## src/sv/rlcf_pkg.sv

```systemverilog
`timescale 1ns / 1ps
`default_nettype none

package rlcf_pkg;

  localparam int RGB_W      = 8;   // one channel drive level
  localparam int IDX_W      = 3;   // color index
  localparam int EVENT_W    = 32;  // event word
  localparam int NUM_COLORS = 8;
  localparam int QUOT_W     = 10;  // signed per-step increment
  localparam int ACC_W      = 18;  // signed channel accumulator
  localparam int STEP_OUT_W = 5;   // fade_step port

  localparam int DEF_FADE_DIVISOR = 20;
  localparam int DEF_FIRST_STEP   = 10;

  // Channel order inside an rgb_t.
  localparam int CH_RED   = 0;
  localparam int CH_GREEN = 1;
  localparam int CH_BLUE  = 2;
  localparam int NUM_CH   = 3;

  typedef enum logic [IDX_W-1:0] {
    COLOR_BLACK  = 3'd0,
    COLOR_RED    = 3'd1,
    COLOR_GREEN  = 3'd2,
    COLOR_BLUE   = 3'd3,
    COLOR_PURPLE = 3'd4,
    COLOR_CYAN   = 3'd5,
    COLOR_YELLOW = 3'd6,
    COLOR_WHITE  = 3'd7
  } color_e;

  typedef logic [NUM_CH-1:0][RGB_W-1:0] rgb_t;

  // One fade run handed from the decoder to the fade engine.
  typedef struct packed {
    rgb_t                             start;
    logic [NUM_CH-1:0][QUOT_W-1:0]    quot;
    rgb_t                             target;
  } job_t;

  function automatic rgb_t mk_rgb(logic [RGB_W-1:0] r, logic [RGB_W-1:0] g,
                                  logic [RGB_W-1:0] b);
    rgb_t c;
    c[CH_RED]   = r;
    c[CH_GREEN] = g;
    c[CH_BLUE]  = b;
    return c;
  endfunction

  function automatic rgb_t palette(logic [IDX_W-1:0] idx);
    rgb_t c;
    case (idx)
      COLOR_BLACK:  c = mk_rgb(8'd0,   8'd0,  8'd0);
      COLOR_RED:    c = mk_rgb(8'd255, 8'd0,  8'd0);
      COLOR_GREEN:  c = mk_rgb(8'd0,   8'd80, 8'd0);
      COLOR_BLUE:   c = mk_rgb(8'd0,   8'd0,  8'd255);
      COLOR_PURPLE: c = mk_rgb(8'd255, 8'd0,  8'd80);
      COLOR_CYAN:   c = mk_rgb(8'd0,   8'd80, 8'd100);
      COLOR_YELLOW: c = mk_rgb(8'd255, 8'd60, 8'd0);
      COLOR_WHITE:  c = mk_rgb(8'd255, 8'd80, 8'd100);
      default:      c = mk_rgb(8'd0,   8'd0,  8'd0);
    endcase
    return c;
  endfunction

endpackage

`default_nettype wire

```

## src/sv/rlcf_decode.sv

```systemverilog
`timescale 1ns / 1ps
`default_nettype none

module rlcf_decode #(
  parameter int FADE_DIVISOR = rlcf_pkg::DEF_FADE_DIVISOR
) (
  input  wire logic                          clk_i,
  input  wire logic                          rst_ni,
  input  wire logic                          in_valid_i,
  output logic                               in_stall_o,
  input  wire logic [rlcf_pkg::EVENT_W-1:0]  event_bits_i,
  output logic                               job_valid_o,
  input  wire logic                          job_take_i,
  output rlcf_pkg::job_t                     job_o
);

  // Reciprocal of the divisor; floor(x * RECIP >> RECIP_SH) is exact while
  // x * FADE_DIVISOR < 2**RECIP_SH, which holds for x, divisor up to 255.
  localparam int RECIP_SH = 16;
  localparam int RECIP_W  = RECIP_SH + 1;
  localparam int PROD_W   = rlcf_pkg::RGB_W + RECIP_W;
  localparam logic [RECIP_W-1:0] RECIP =
    RECIP_W'((2 ** RECIP_SH + FADE_DIVISOR - 1) / FADE_DIVISOR);

  logic                             ev_valid_q;
  logic [rlcf_pkg::EVENT_W-1:0]     ev_q;
  logic [rlcf_pkg::IDX_W-1:0]       color_q;
  logic                             job_valid_q;
  rlcf_pkg::job_t                   job_q, job_d;

  logic [rlcf_pkg::IDX_W-1:0]       top;
  logic                             top_ok;
  logic                             hit;
  logic                             pass;
  rlcf_pkg::rgb_t                   src_rgb, dst_rgb;
  logic signed [rlcf_pkg::QUOT_W-1:0] diff [rlcf_pkg::NUM_CH];
  logic [rlcf_pkg::NUM_CH-1:0]                        neg;
  logic [rlcf_pkg::NUM_CH-1:0][rlcf_pkg::RGB_W-1:0]   mag;
  logic [rlcf_pkg::NUM_CH-1:0][PROD_W-1:0]            prod;
  logic [rlcf_pkg::NUM_CH-1:0][rlcf_pkg::QUOT_W-1:0]  q_mag;

  // Highest set bit; only the low eight bits can name a color.
  always_comb begin
    top = '0;
    for (int i = 0; i < rlcf_pkg::NUM_COLORS; i++) begin
      if (ev_q[i]) begin
        top = rlcf_pkg::IDX_W'(i);
      end
    end
  end

  assign top_ok = (ev_q[rlcf_pkg::EVENT_W-1:rlcf_pkg::NUM_COLORS] == '0) &&
                  (ev_q[rlcf_pkg::NUM_COLORS-1:0] != '0);
  assign hit    = ev_valid_q && top_ok && (top != color_q);

  // Drop events that start no run; hold a run until the job slot frees.
  assign pass       = !hit || !job_valid_q || job_take_i;
  assign in_stall_o = ev_valid_q && !pass;

  assign src_rgb = rlcf_pkg::palette(color_q);
  assign dst_rgb = rlcf_pkg::palette(top);

  // Divide the magnitude, then restore the sign: truncates toward zero.
  always_comb begin
    job_d.start  = src_rgb;
    job_d.target = dst_rgb;
    for (int c = 0; c < rlcf_pkg::NUM_CH; c++) begin
      diff[c]  = $signed({2'b00, dst_rgb[c]}) - $signed({2'b00, src_rgb[c]});
      neg[c]   = diff[c][rlcf_pkg::QUOT_W-1];
      mag[c]   = neg[c] ? rlcf_pkg::RGB_W'(-diff[c]) : rlcf_pkg::RGB_W'(diff[c]);
      prod[c]  = PROD_W'(mag[c]) * RECIP;
      q_mag[c] = rlcf_pkg::QUOT_W'(prod[c][RECIP_SH +: rlcf_pkg::RGB_W]);
      job_d.quot[c] = neg[c] ? (rlcf_pkg::QUOT_W'(0) - q_mag[c]) : q_mag[c];
    end
  end

  always_ff @(posedge clk_i or negedge rst_ni) begin
    if (!rst_ni) begin
      ev_valid_q  <= 1'b0;
      job_valid_q <= 1'b0;
      color_q     <= rlcf_pkg::COLOR_BLACK;
    end else begin
      if (in_valid_i && !in_stall_o) begin
        ev_valid_q <= 1'b1;
      end else if (pass) begin
        ev_valid_q <= 1'b0;
      end
      if (hit && pass) begin
        job_valid_q <= 1'b1;
        color_q     <= top;
      end else if (job_take_i) begin
        job_valid_q <= 1'b0;
      end
    end
  end

  always_ff @(posedge clk_i) begin
    if (in_valid_i && !in_stall_o) begin
      ev_q <= event_bits_i;
    end
    if (hit && pass) begin
      job_q <= job_d;
    end
  end

  assign job_valid_o = job_valid_q;
  assign job_o       = job_q;

endmodule

`default_nettype wire

```

## src/sv/rlcf_fade.sv

```systemverilog
`timescale 1ns / 1ps
`default_nettype none

module rlcf_fade #(
  parameter int FADE_DIVISOR = rlcf_pkg::DEF_FADE_DIVISOR,
  parameter int FIRST_STEP   = rlcf_pkg::DEF_FIRST_STEP
) (
  input  wire logic                             clk_i,
  input  wire logic                             rst_ni,
  input  wire logic                             job_valid_i,
  output logic                                  job_take_o,
  input  wire rlcf_pkg::job_t                   job_i,
  output logic                                  out_valid_o,
  input  wire logic                             out_stall_i,
  output logic [rlcf_pkg::RGB_W-1:0]            red_o,
  output logic [rlcf_pkg::RGB_W-1:0]            green_o,
  output logic [rlcf_pkg::RGB_W-1:0]            blue_o,
  output logic [rlcf_pkg::STEP_OUT_W-1:0]       fade_step_o,
  output logic                                  last_o
);

  localparam int STEP_MAX = (FIRST_STEP > FADE_DIVISOR + 1) ? FIRST_STEP
                                                            : FADE_DIVISOR + 1;
  localparam int STEP_W   = $clog2(STEP_MAX + 1);
  localparam int ACC_W    = rlcf_pkg::ACC_W;
  localparam int QUOT_W   = rlcf_pkg::QUOT_W;
  localparam int RGB_W    = rlcf_pkg::RGB_W;
  localparam int NUM_CH   = rlcf_pkg::NUM_CH;

  logic                               busy_q;
  logic [STEP_W-1:0]                  step_q;
  logic [NUM_CH-1:0][ACC_W-1:0]       acc_q;
  logic [NUM_CH-1:0][ACC_W-1:0]       quot_q;
  rlcf_pkg::rgb_t                     target_q;

  logic                               out_valid_q;
  rlcf_pkg::rgb_t                     rgb_q;
  logic [rlcf_pkg::STEP_OUT_W-1:0]    step_out_q;
  logic                               last_q;

  logic                               out_ready;
  logic                               final_now;
  logic                               load;
  logic [NUM_CH-1:0][ACC_W-1:0]       quot_ext;
  logic [NUM_CH-1:0][ACC_W-1:0]       acc_init;
  rlcf_pkg::rgb_t                     clamped;

  function automatic logic [RGB_W-1:0] clamp(logic [ACC_W-1:0] v);
    logic [RGB_W-1:0] r;
    if (v[ACC_W-1]) begin
      r = '0;
    end else if (v[ACC_W-2:RGB_W] != '0) begin
      r = '1;
    end else begin
      r = v[RGB_W-1:0];
    end
    return r;
  endfunction

  assign out_ready  = !out_valid_q || !out_stall_i;
  assign final_now  = busy_q && (step_q > STEP_W'(FADE_DIVISOR));
  // Take the next run when idle or while the exact-color beat goes out.
  assign load       = job_valid_i && (!busy_q || (out_ready && final_now));
  assign job_take_o = load;

  always_comb begin
    for (int c = 0; c < NUM_CH; c++) begin
      quot_ext[c] = {{(ACC_W - QUOT_W){job_i.quot[c][QUOT_W-1]}}, job_i.quot[c]};
      acc_init[c] = ACC_W'(job_i.start[c]) + quot_ext[c] * ACC_W'(FIRST_STEP);
      clamped[c]  = clamp(acc_q[c]);
    end
  end

  always_ff @(posedge clk_i or negedge rst_ni) begin
    if (!rst_ni) begin
      busy_q      <= 1'b0;
      out_valid_q <= 1'b0;
    end else begin
      if (out_ready) begin
        out_valid_q <= busy_q;
      end
      if (load) begin
        busy_q <= 1'b1;
      end else if (out_ready && final_now) begin
        busy_q <= 1'b0;
      end
    end
  end

  always_ff @(posedge clk_i) begin
    if (out_ready && busy_q) begin
      if (final_now) begin
        rgb_q      <= target_q;
        step_out_q <= rlcf_pkg::STEP_OUT_W'(FADE_DIVISOR + 1);
        last_q     <= 1'b1;
      end else begin
        rgb_q      <= clamped;
        step_out_q <= rlcf_pkg::STEP_OUT_W'(step_q);
        last_q     <= 1'b0;
        step_q     <= step_q + STEP_W'(1);
        for (int c = 0; c < NUM_CH; c++) begin
          acc_q[c] <= acc_q[c] + quot_q[c];
        end
      end
    end
    if (load) begin
      step_q   <= STEP_W'(FIRST_STEP);
      acc_q    <= acc_init;
      quot_q   <= quot_ext;
      target_q <= job_i.target;
    end
  end

  assign out_valid_o = out_valid_q;
  assign red_o       = rgb_q[rlcf_pkg::CH_RED];
  assign green_o     = rgb_q[rlcf_pkg::CH_GREEN];
  assign blue_o      = rgb_q[rlcf_pkg::CH_BLUE];
  assign fade_step_o = step_out_q;
  assign last_o      = last_q;

endmodule

`default_nettype wire

```

## src/sv/rgb_led_color_fade.sv

```systemverilog
// Channel | Signals                                   | Beat
// --------+-------------------------------------------+---------------------------------
// in      | in_valid_i, in_stall_o, event_bits_i      | one 32-bit event word
// out     | out_valid_o, out_stall_i, red_o, green_o, | one color: RGB, step, last flag
//         | blue_o, fade_step_o, last_o               |
//
// An event that changes the color yields FADE_DIVISOR - FIRST_STEP + 2 beats (12 by
// default), one per cycle from the fade engine's accumulators while out_stall_i is low;
// the next run loads while the exact-color beat leaves, so runs follow back to back.
// An event that changes nothing is dropped in the decoder and yields no beat.
// The first beat passes the event register, job register, accumulators and output register.
// Reset (rst_ni low, asynchronous) empties all stages and sets the color to black.
// A stall on the out side holds the output register and backs up into in_stall_o.
`timescale 1ns / 1ps
`default_nettype none

module rgb_led_color_fade #(
  parameter int FADE_DIVISOR = rlcf_pkg::DEF_FADE_DIVISOR,
  parameter int FIRST_STEP   = rlcf_pkg::DEF_FIRST_STEP
) (
  input  wire logic                             clk_i,
  input  wire logic                             rst_ni,
  input  wire logic                             in_valid_i,
  output logic                                  in_stall_o,
  input  wire logic [rlcf_pkg::EVENT_W-1:0]     event_bits_i,
  output logic                                  out_valid_o,
  input  wire logic                             out_stall_i,
  output logic [rlcf_pkg::RGB_W-1:0]            red_o,
  output logic [rlcf_pkg::RGB_W-1:0]            green_o,
  output logic [rlcf_pkg::RGB_W-1:0]            blue_o,
  output logic [rlcf_pkg::STEP_OUT_W-1:0]       fade_step_o,
  output logic                                  last_o
);

  // Decoded run waiting for the fade engine.
  logic           job_valid;
  logic           job_take;
  rlcf_pkg::job_t job;

  // Register the event, pick the target, hold the current color and
  // precompute the per-step increment of each channel.
  rlcf_decode #(
    .FADE_DIVISOR (FADE_DIVISOR)
  ) u_decode (
    .clk_i        (clk_i),
    .rst_ni       (rst_ni),
    .in_valid_i   (in_valid_i),
    .in_stall_o   (in_stall_o),
    .event_bits_i (event_bits_i),
    .job_valid_o  (job_valid),
    .job_take_i   (job_take),
    .job_o        (job)
  );

  // Walk the fade steps by accumulation and drive the output register.
  rlcf_fade #(
    .FADE_DIVISOR (FADE_DIVISOR),
    .FIRST_STEP   (FIRST_STEP)
  ) u_fade (
    .clk_i       (clk_i),
    .rst_ni      (rst_ni),
    .job_valid_i (job_valid),
    .job_take_o  (job_take),
    .job_i       (job),
    .out_valid_o (out_valid_o),
    .out_stall_i (out_stall_i),
    .red_o       (red_o),
    .green_o     (green_o),
    .blue_o      (blue_o),
    .fade_step_o (fade_step_o),
    .last_o      (last_o)
  );

endmodule

`default_nettype wire
```

## config.mk

```make
export PLATFORM = sky130hd
export DESIGN_NAME = rgb_led_color_fade
export DESIGN_NICKNAME = d
export VERILOG_FILES = /design/src/sv/rlcf_pkg.sv /design/src/sv/rlcf_decode.sv /design/src/sv/rlcf_fade.sv /design/src/sv/rgb_led_color_fade.sv
export SDC_FILE = /design/constraint.sdc
export NUM_CORES = 1
export LEC_CHECK = 0
export BUFFER_PORTS_ARGS = -buffer_cell sky130_fd_sc_hd__buf_2
export CELL_PAD_IN_SITES_DETAIL_PLACEMENT = 1
export CELL_PAD_IN_SITES_GLOBAL_PLACEMENT = 1
export CORE_MARGIN = 2
export CORE_UTILIZATION = 54
export CTS_CLUSTER_DIAMETER = 40
export CTS_CLUSTER_SIZE = 20
export DETAILED_ROUTE_END_ITERATION = 16
export PLACE_DENSITY = 0.92
export SETUP_SLACK_MARGIN = 0.3
export SLEW_MARGIN = 0
export SYNTH_ARGS = -nofsm -noshare
export SYNTH_HDL_FRONTEND = slang
export SYNTH_SLANG_ARGS = --single-unit
```

## constraint.sdc

```tcl
create_clock -name clk_i -period 22.4 [get_ports clk_i]
set_input_delay 5.6 -clock clk_i [delete_from_list [all_inputs] [get_ports clk_i]]
set_output_delay 5.6 -clock clk_i [all_outputs]
set_load 0.02 [all_outputs]
```

==> impl_metrics.env, run 1 <==
export IMPL_status="complete, no violations"
export IMPL_initial_core_util_pct=54.9
export IMPL_setup_violations=0
export IMPL_post_drt_wl_per_cell_um=21.0
export IMPL_finClkSkew_ns=0.00975
export IMPL_synth_edff_count=170
export IMPL_startpoint="out_stall_i"
export IMPL_final_cell_mix="ha_1 (208), edfxtp_1 (170), inv_1 (143)"
export IMPL_fmax_mhz=80.7
export IMPL_power_leakage_nw=6.75
export IMPL_grt_use_met3_pct=4.42
export IMPL_clock_path_buffers=2
export IMPL_multiInputGateArea_mm2=0.00827
export IMPL_final_nets=1767
export IMPL_worstSkewPairLatency_ns=0.44
export IMPL_synthFlopType="edfxtp_1"
export IMPL_required_ns=16.80
export IMPL_reg2reg_from="u_decode.ev_q[4]"
export IMPL_maxCapViolCount=0
export IMPL_antennaDiodeCount=0
export IMPL_use_met2_pct=51.3
export IMPL_synth_warnings=0
export IMPL_seq_area_mm2=0.00538
export IMPL_yosysUniqueCellTypes=82
export IMPL_fin_crit_ns=12.40
export IMPL_dieArea_mm2=0.0278
export IMPL_async_reset_ff_share_pct=3.85
export IMPL_hold_class="flop to flop"
export IMPL_hp_start="u_decode.job_o[22]"
export IMPL_netlist_area_mm2=0.0143
export IMPL_path_class="primary input to output port"
export IMPL_pwr_density_cell_mw_per_mm2=82.2
export IMPL_rsz0062_at_grt="no"
export IMPL_slew_headroom_pct=28.7
export IMPL_postCtsSetupRepairBufs=0
export IMPL_fillers=2892
export IMPL_hold_buffers=0
export IMPL_area_growth_syn_to_layout_pct=8.70
export IMPL_routed_wl_um=38600
export IMPL_die_w_um=167
export IMPL_pin_count=68
export IMPL_avgViaCountPerCell=6.05
export IMPL_cts_root_buf="clkbuf_16"
export IMPL_ys_seq_area_share_pct=37.6
export IMPL_grt_pass1_vias=12400
export IMPL_drt_pass1_iter_count=5
export IMPL_gp_congestion=0.826
export IMPL_cp_max_fo=3
export IMPL_final_common_cell="ha_1"
export IMPL_fin_crit_sh_pct=55.3
export IMPL_clk_pin_slew_worst_paths_ns=0.07
export IMPL_gr_total_overflow=0
export IMPL_cts_sinks=182
export IMPL_io_buffers=67
export IMPL_drc=0
export IMPL_cts_buffers=17
export IMPL_coreArea_mm2=0.0261
export IMPL_cts_resized=0
export IMPL_busiest_layer="met2"
export IMPL_rows=59
export IMPL_maxSlewViolCount=0
export IMPL_final_hold_viol_count=0
export IMPL_finalInstanceArea_mm2=0.0155
export IMPL_grt_usage_pct=28.2
export IMPL_die_height_um=167
export IMPL_worst_slew_pin_slew_ns=1.07
export IMPL_crit_path_start_kind="primary input"
export IMPL_synth_cells=1427
export IMPL_place_area_mm2=0.0150
export IMPL_arrival_ns=6.80
export IMPL_drt_iter0_drc=751
export IMPL_syn_avg_cell_area_um2=10.0
export IMPL_grt_util_met1_pct=32.2
export IMPL_place_hpwl_um=28400
export IMPL_fin_tns_setup_ns=0
export IMPL_ir_drop_mv=0.0942
export IMPL_antenna_left=0
export IMPL_antenna_found_initial=0
export IMPL_cts_tree="built"
export IMPL_vias=11100
export IMPL_cts_htree_levels=4
export IMPL_power_w=0.00128
export IMPL_grt_pass1_wl_um=62900
export IMPL_synth_seq_cells=182
export IMPL_grt_max_degree=86
export IMPL_end_kind="output port"
export IMPL_layout_drive_gt1_share_pct=9.44
## worst max-delay path, stage by stage
cell     delay (ns)
buf_2          0.07
nand2_1        0.08
inv_1          0.15
o21ai_0        0.16
inv_1          0.10
nand2_1        0.09
nor3_1         0.31
buf_2          0.24
## Yosys cell counts, types with 6 or more instances
cell	instances	area, um^2
xnor2_1	57	499
nor2_1	110	413
ha_1	208	2600
edfxtp_1	170	5100
dfrtp_1	7	175
nor3_1	36	180
and2_1	10	62.6
a211oi_1	9	67.6
nand3_1	27	135
nor4_1	11	68.8
o31ai_1	13	97.6
o211ai_1	7	52.6
o21a_1	24	180
nor2b_1	24	150
mux2i_1	6	60.1
nand2b_1	15	93.8
nand2_1	105	394
or2_2	13	81.3
a31oi_1	10	62.6
o21ai_0	82	410
clkbuf_1	20	75.1
fa_1	31	621
inv_1	144	541
nand3b_1	10	75.1
a21oi_1	94	470
a21o_1	28	210
xor2_1	48	420
buf_2	7	35.0
## per-stage QoR
stage / instances / hold WS (ns) / worst slack [ns] / util [%]
global route: 1840 / 0.429 / 9.86 / 59.7
floorplan: 1430 / 0.400 / 10.28 / -
global placement: 1807 / 0.403 / 10.09 / 57.5
finish: 1840 / 0.421 / 10.00 / 59.7
detailed placement: 1807 / 0.406 / 10.01 / 57.5
CTS: 1839 / 0.425 / 10.01 / 59.5
## report_power, final
| group | internal (W) | switching [W] |
|---|---|---|
| clock network | 0.000143 | 0.000144 |
| registers | 0.000393 | 0.00000832 |
| logic | 0.000248 | 0.000341 |
## layout make-up
class	count	area share [%]
clock buffer	19	2.78
tap	335	2.70
clock inverter	13	0.636
timing repair buffer	72	2.53
sequential	182	34.6
inverter	147	3.55
multi-input combinational	1072	53.2
## flip-flops by register name, summed over array words and instances, names as in the netlist, 8 cells and up
signal,flops
u_fade.acc_q,54
u_decode.ev_q,32
u_decode.job_o,31
u_fade.quot_q,15
u_fade.blue_o,8
u_fade.green_o,8
u_fade.red_o,8
u_fade.target_q,8
## layer usage
layer  vias to the layer above  routed length [um]
met3                       138                1530
met5                         -                   0
met1                      5451               15400
met2                       318               20000
li1                       5224                   -
met4                         0                1710
## worst paths after layout
kind / depth (start not counted) / slack (ns) / end
min reg2reg: 0 / 0.42 / u_fade.target_q[22]
max: 8 / 10.00 / in_stall_o
min in group asynchronous: 1 / 4.99 / u_fade.out_valid_o
max in group asynchronous: 1 / 17.23 / u_decode.color_q[2]
max reg2reg: 24 / 13.78 / u_decode.job_o[45]
min: 0 / 0.42 / u_fade.target_q[22]
## cells by family after synthesis
family,share of synthesized area (%)
other,0.0262
AOI/OAI and AO/OA,14.5
adders and majority gates,22.6
muxes,0.735
xor gates and xnor gates,6.54
buffers and inverters,4.71
DFF,37.6
and+or+nand+nor,13.3
Power figures use the tool's default switching activity.
==> run 2, diff against run 1 <==
--- a/config.mk
+++ b/config.mk
@@ -5,15 +5,16 @@
 export SDC_FILE = /design/constraint.sdc
 export NUM_CORES = 1
 export LEC_CHECK = 0
+export ABC_AREA = 1
 export BUFFER_PORTS_ARGS = -buffer_cell sky130_fd_sc_hd__buf_2
 export CELL_PAD_IN_SITES_DETAIL_PLACEMENT = 1
 export CELL_PAD_IN_SITES_GLOBAL_PLACEMENT = 1
 export CORE_MARGIN = 2
-export CORE_UTILIZATION = 54
+export CORE_UTILIZATION = 49
 export CTS_CLUSTER_DIAMETER = 40
 export CTS_CLUSTER_SIZE = 20
 export DETAILED_ROUTE_END_ITERATION = 16
-export PLACE_DENSITY = 0.92
+export PLACE_DENSITY = 0.87
 export SETUP_SLACK_MARGIN = 0.3
 export SLEW_MARGIN = 0
 export SYNTH_ARGS = -nofsm -noshare
==> constraint.sdc (replaced) <==
create_clock -name clk_i -period 12.1 [get_ports clk_i]
set_input_delay 3.025 -clock clk_i [delete_from_list [all_inputs] [get_ports clk_i]]
set_output_delay 3.025 -clock clk_i [all_outputs]
set_load 0.02 [all_outputs]
==> run 2 against run 1 <==
Clock power rose by 94%. Area after synthesis up 1.4%. Final area increased by 2.0%. Non-clock buffer count fell by 3. Setup slack got worse by 5.3 ns. Synthesized cell count grew 15%. Routed wire length is 0.41% lower. Critical path type unchanged. Critical endpoint unchanged. Largest cell class unchanged.
==> impl_metrics.env, run 2 <==
export IMPL_status="complete, no violations"
export IMPL_gr_total_overflow=0
export IMPL_final_common_cell="nand2_1"
export IMPL_fmax_mhz=135
export IMPL_clock_path_buffers=2
export IMPL_maxCapViolCount=0
export IMPL_cp_cell_sequence="buf_2 -> nand2_1 -> inv_1 -> o21ai_1 -> nor2_1 -> inv_1 -> nor3_1 -> buf_2"
export IMPL_final_hold_viol_count=0
export IMPL_worst_path_buf_inv=4
export IMPL_grt_pass1_wl_um=64000
export IMPL_fillers=3433
export IMPL_synth_top_family_by_area="adder cells"
export IMPL_antenna_found_initial=0
export IMPL_synthTopCellsByArea="edfxtp_1 (35%), ha_1 (18%), nand2_1 (7.9%)"
export IMPL_arrival_ns=4.38
export IMPL_avgViaCountPerCell=5.66
export IMPL_crit_path_start_kind="primary input"
export IMPL_drc=0
export IMPL_cts_tree="built"
export IMPL_syn_avg_cell_area_um2=8.84
export IMPL_critical_path_max_stage_delay_ns=0.34
export IMPL_reg2reg_from="u_decode.ev_q[6]"
export IMPL_required_ns=9.07
export IMPL_pwr_share_comb_pct=56.1
export IMPL_grt_pass1_vias=13000
export IMPL_maxSlewViolCount=0
export IMPL_rsz0062_at_grt="no"
export IMPL_cts_resized=0
export IMPL_cp_slowest_cell="nor3_1"
export IMPL_rows=62
export IMPL_fin_crit_sh_pct=61.2
export IMPL_layout_drive_gt1_share_pct=9.84
export IMPL_wl_met2_um=19800
export IMPL_met1_length_um=16700
export IMPL_min_path_cells=0
export IMPL_switching_power_w=0.00154
export IMPL_final_cell_mix="nand2_1 (303), inv_1 (226), ha_1 (208)"
export IMPL_synth_compound_area_share_pct=12.1
export IMPL_synth_edff_count=170
export IMPL_fin_tns_setup_ns=0
export IMPL_cts_buffers=17
export IMPL_synth_warnings=0
export IMPL_worstRegToRegCells=36
export IMPL_area_growth_syn_to_layout_pct=9.32
export IMPL_antennaDiodeCount=0
export IMPL_power_internal_w=0.00180
export IMPL_worst_slew_pin_slew_ns=1.15
export IMPL_coreArea_mm2=0.0289
export IMPL_synthXorXnorAreaFrac_pct=3.80
export IMPL_drt_iter0_drc=599
export IMPL_netlist_area_mm2=0.0145
export IMPL_pin_count=68
export IMPL_synth_most_common_cell="nand2_1"
export IMPL_clk_pin_slew_worst_paths_ns=0.08
export IMPL_ys_seq_area_share_pct=37.1
export IMPL_startpoint="out_stall_i"
export IMPL_worstSkewPairLatency_ns=0.46
export IMPL_post_drt_wl_per_cell_um=18.2
export IMPL_hp_start="u_decode.job_o[13]"
export IMPL_pwr_density_cell_mw_per_mm2=210
export IMPL_slew_headroom_pct=23.2
export IMPL_wl_met3_um=1150
export IMPL_fin_crit_ns=7.40
export IMPL_synth_seq_cells=182
export IMPL_finClkSkew_ns=0.0134
export IMPL_synth_cells=1640
export IMPL_dieArea_mm2=0.0310
export IMPL_ff2ff_setup_slack_ns=5.34
export IMPL_clkPwrFrac_pct=16.7
export IMPL_largest_register="u_fade.acc_q"
export IMPL_crit_family="simple AND/OR/NAND/NOR gates"
export IMPL_grt_usage_pct=25.7
export IMPL_maxUsedRoutingLayer="met4"
export IMPL_muxShareOfSynthArea_pct=0
export IMPL_drt_pass1_iter_count=5
export IMPL_die_w_um=176
export IMPL_synthAdderAreaFrac_pct=22.2
export IMPL_routed_wl_um=38400
export IMPL_rr_endpoint="u_decode.job_o[47]"
export IMPL_yosysUniqueCellTypes=54
export IMPL_synth_commonest_cells="nand2_1 (304), inv_1 (226), ha_1 (208)"
export IMPL_ir_drop_mv=0.133
export IMPL_cp_max_fo=3
export IMPL_place_hpwl_um=30200
export IMPL_postCtsSetupRepairBufs=0
export IMPL_async_reset_ff_share_pct=3.85
export IMPL_pwr_share_seq_pct=27.2
export IMPL_initial_core_util_pct=50.1
export IMPL_whs_endpoint="u_fade.target_q[13]"
export IMPL_cts_root_buf="clkbuf_16"
export IMPL_antenna_left=0
export IMPL_yosys_area_share_simple_pct=18.1
export IMPL_power_leakage_nw=7.32
export IMPL_hold_class="flop to flop"
export IMPL_cts_sinks=182
export IMPL_holdWs_ns=0.420
export IMPL_vias=12000
export IMPL_end_kind="output port"
export IMPL_gp_congestion=0.847
export IMPL_largest_register_ffs=54
export IMPL_io_buffers=67
export IMPL_grt_max_degree=95
export IMPL_synthFlopType="edfxtp_1"
export IMPL_switching_share_pct=46.1
export IMPL_final_nets=1990
export IMPL_yosysTopAreaCell="edfxtp_1"
export IMPL_cts_htree_levels=4
export IMPL_hold_buffers=0
export IMPL_setup_violations=0
export IMPL_path_class="primary input to output port"
export IMPL_yosysTopAreaCellShare_pct=35.2
export IMPL_die_height_um=176
-- run 2: changes by cell type in the layout (fill, tap and decap cells not counted), moves of 9 or more --
cell and delta:
nand2_1 +198, a21oi_1 +13, xnor2_1 -31, nand2b_1 -15
inv_1 +83, nor2b_1 -23, o21a_1 -16, nand2_2 +16
o21ai_0 +32, nand3_1 +49, and2_1 -9, a21o_1 -22
xor2_1 -13
-- run 2: cell families after synthesis --
family	Yosys count
other	1
AND/OR/NAND/NOR	598
flip-flops	182
adder cells (fa/ha/maj)	239
buffers and inverters	252
AO/OA/AOI/OAI	306
XOR/XNOR	62
-- run 2: how the worst max path moves through the flow --
| stage | to | slack, ns | cells after the start |
|---|---|---|---|
| finish | in_stall_o | 4.70 | 8 |
| CTS | in_stall_o | 4.70 | 8 |
| global placement | in_stall_o | 4.84 | 8 |
| detailed placement | in_stall_o | 4.70 | 8 |
| floorplan | in_stall_o | 5.08 | 6 |
| global route | in_stall_o | 4.59 | 8 |
-- run 2: area by class of cell --
cell class / instances / area, um^2 / area share (%)
clock buffers: 18 / 429 / 2.71
clock inverters: 14 / 139 / 0.876
inverters: 236 / 886 / 5.59
multi-input cells: 1209 / 8190 / 51.6
flip-flops and latches: 182 / 5380 / 33.9
well taps: 384 / 480 / 3.03
repair buffers: 69 / 350 / 2.21
-- run 2: power by group through the flow --
stage	Combinational [W]	Sequential, W	Clock, W
6_report	0.00187	0.000906	0.000558
2_1_floorplan	0.00133	0.000931	0
3_3_place_gp	0.00172	0.000912	0
4_1_cts	0.00187	0.000906	0.000562
3_5_place_dp	0.00186	0.000919	0
5_1_grt	0.00214	0.000914	0.000584
-- run 2: through the flow --
stage	setup slack, ns	instances	utilization, %	instance area [um^2]	total power (W)
global route	4.59	2112	54.8	15900	0.00364
floorplan	5.08	1643	-	14500	0.00226
CTS	4.70	2112	54.8	15900	0.00334
detailed placement	4.70	2080	52.8	15300	0.00278
finish	4.70	2112	54.8	15900	0.00334
global placement	4.84	2080	52.8	15300	0.00263
-- run 2: routing by layer --
layer	GRT usage, %	vias to the layer above
li1	-	5786
met1	30.9	5858
met2	47.7	251
met3	3.32	59
met4	7.85	0
met5	0	-
==> run 3, diff against run 2 <==
--- a/config.mk
+++ b/config.mk
@@ -10,11 +10,11 @@
 export CELL_PAD_IN_SITES_DETAIL_PLACEMENT = 1
 export CELL_PAD_IN_SITES_GLOBAL_PLACEMENT = 1
 export CORE_MARGIN = 2
-export CORE_UTILIZATION = 49
+export CORE_UTILIZATION = 44
 export CTS_CLUSTER_DIAMETER = 40
 export CTS_CLUSTER_SIZE = 20
 export DETAILED_ROUTE_END_ITERATION = 16
-export PLACE_DENSITY = 0.87
+export PLACE_DENSITY = 0.83
 export SETUP_SLACK_MARGIN = 0.3
 export SLEW_MARGIN = 0
 export SYNTH_ARGS = -nofsm -noshare
==> constraint.sdc (replaced) <==
create_clock -name clk_i -period 6 [get_ports clk_i]
set_input_delay 1.5 -clock clk_i [delete_from_list [all_inputs] [get_ports clk_i]]
set_output_delay 1.5 -clock clk_i [all_outputs]
set_load 0.02 [all_outputs]
==> run 3 against run 2 <==
The flow now finishes with violations (negative setup slack). Cell count grew 7.5%. Routed wire length grew 28%. Sequential power is 100% higher. Combinational power increased to 3.2 times the previous value. Critical path depth rose by 28. Worst hold slack better by 0.0034 ns. Sequential share of layout area decreased by 3.9 points. Critical path type is now flop to flop. Critical endpoint is now u_decode.job_o[48].
==> impl_metrics.env, run 3 (synthesized netlist as in run 2, its figures left out) <==
export IMPL_pin_count=68
export IMPL_coreArea_mm2=0.0325
export IMPL_drc=0
export IMPL_gp_congestion=0.875
export IMPL_place_hpwl_um=30200
export IMPL_clkPwrFrac_pct=12.7
export IMPL_pwr_density_cell_mw_per_mm2=496
export IMPL_vias=13000
export IMPL_final_common_cell="nand2_1"
export IMPL_layout_drive_gt1_share_pct=25.3
export IMPL_die_w_um=186
export IMPL_maxCapViolCount=0
export IMPL_cp_slowest_cell="fa_1"
export IMPL_largest_register_ffs=54
export IMPL_crit_path_start_kind="flop"
export IMPL_final_setup_worst_slack_ns=-0.248
export IMPL_initial_core_util_pct=44.6
export IMPL_path_class="flop to flop"
export IMPL_finClkSkew_ns=0.0196
export IMPL_holdWs_ns=0.423
export IMPL_place_ws_ns=-0.326
export IMPL_pwr_share_seq_pct=20.5
export IMPL_cts_htree_levels=4
export IMPL_post_drt_wl_per_cell_um=21.6
export IMPL_gr_total_overflow=0
export IMPL_critical_path_max_stage_delay_ns=0.54
export IMPL_die_height_um=186
export IMPL_fin_crit_ns=6.25
export IMPL_rsz0062_at_grt="yes"
export IMPL_antenna_left=0
export IMPL_maxSlewViolCount=0
export IMPL_grt_pass1_wl_um=69500
export IMPL_area_growth_syn_to_layout_pct=23.6
export IMPL_status="complete, but fails checks"
export IMPL_power_leakage_nw=7.96
export IMPL_switching_power_w=0.00422
export IMPL_crit_family="adder cells"
export IMPL_fin_tns_setup_ns=-0.993
export IMPL_worst_slew_pin_slew_ns=1.27
export IMPL_fin_util_pct=55.1
export IMPL_worstSkewPairLatency_ns=0.47
export IMPL_clock_path_buffers=2
export IMPL_ir_drop_mv=0.973
export IMPL_power_internal_w=0.00467
export IMPL_rows=66
export IMPL_avgViaCountPerCell=5.71
export IMPL_hold_class="flop to flop"
export IMPL_grt_pass1_vias=13800
export IMPL_drt_pass1_iter_count=5
export IMPL_required_ns=6.21
export IMPL_grt_usage_pct=25.7
export IMPL_final_nets=2088
export IMPL_final_hold_viol_count=0
export IMPL_largest_register="u_fade.acc_q"
export IMPL_end_kind="flop"
export IMPL_pwr_share_comb_pct=66.8
export IMPL_setup_violations=8
export IMPL_io_buffers=67
export IMPL_final_cell_mix="nand2_1 (257), inv_1 (194), edfxtp_1 (170)"
export IMPL_grt_max_degree=95
export IMPL_antenna_found_initial=1
export IMPL_violations="negative setup slack"
export IMPL_power_w=0.00888
export IMPL_cts_tree="built"
export IMPL_switching_share_pct=47.5
export IMPL_fmax_mhz=160
export IMPL_fin_crit_sh_pct=104
export IMPL_drt_iter0_drc=749
export IMPL_cts_sinks=182
export IMPL_clk_pin_slew_worst_paths_ns=0.09
export IMPL_dieArea_mm2=0.0344
export IMPL_arrival_ns=6.46
export IMPL_cts_buffers=17
export IMPL_cts_root_buf="clkbuf_16"
export IMPL_slew_headroom_pct=15.4
export IMPL_hold_buffers=0
export IMPL_routed_wl_um=49000
export IMPL_cp_max_fo=5
export IMPL_worst_path_buf_inv=8
[run 3: cell type report]
cell class	count	area (um^2)
clock inverter	15	140
sequential	182	5380
tap	442	553
timing repair buffer	167	1140
inverter	236	891
clock buffer	17	425
multi-input combinational	1209	9380
antenna	2	5.00
fill	3753	14600
[run 3: what timing repair did]
item	in CTS	in global routing
buffers inserted	46	25
endpoints found under the setup margin	10	10
hold endpoints to repair	0	0
pin swaps	89	86
resized for setup	159	112
[run 3: metal layers]
metal	GRT usage, %	vias up	part of all wire (%)	wire, um
met4	11.3	0	5.2	2570
met1	28.9	6438	39	19000
met2	48.3	383	53	25800
li1	-	5959	-	-
met3	3.37	184	3.2	1570
met5	0	-	0	0
[run 3: power by group through the flow]
stage	Combinational [W]	Sequential, W	Clock, W
detailed placement	0.00379	0.00185	0
global route	0.00643	0.00184	0.00117
floorplan	0.00268	0.00188	0
finish	0.00593	0.00182	0.00113
global placement	0.00355	0.00183	0
CTS	0.00486	0.00182	0.00112
[run 3: worst register-to-register path: cells and delay by family, from the launching register on]
kind / cells / cell delay, ns
fa+ha+maj: 6 / 2.23
simple gates: 18 / 1.84
buf+inv: 8 / 0.73
compound gates: 4 / 0.71
flops: 1 / 0.45
[run 3: final timing paths]
kind	endpoint	slack, ns	startpoint	cells after the start
max	u_decode.job_o[48]	-0.25	u_decode.ev_q[7]	36
min	u_fade.target_q[6]	0.42	u_decode.job_o[6]	0
max reg2reg	u_decode.job_o[48]	-0.25	u_decode.ev_q[7]	36
min reg2reg	u_fade.target_q[6]	0.42	u_decode.job_o[6]	0
max in group asynchronous	u_decode.color_q[1]	4.87	rst_ni	1
min in group asynchronous	u_decode.ev_valid_q	0.89	rst_ni	1
[run 3: through the flow]
stage          cells  area (um^2)
3_5_place_dp    2165        15600
3_3_place_gp    2165        15600
4_1_cts         2243        17200
5_1_grt         2270        17900
6_report        2270        17900
2_1_floorplan   1643        14500
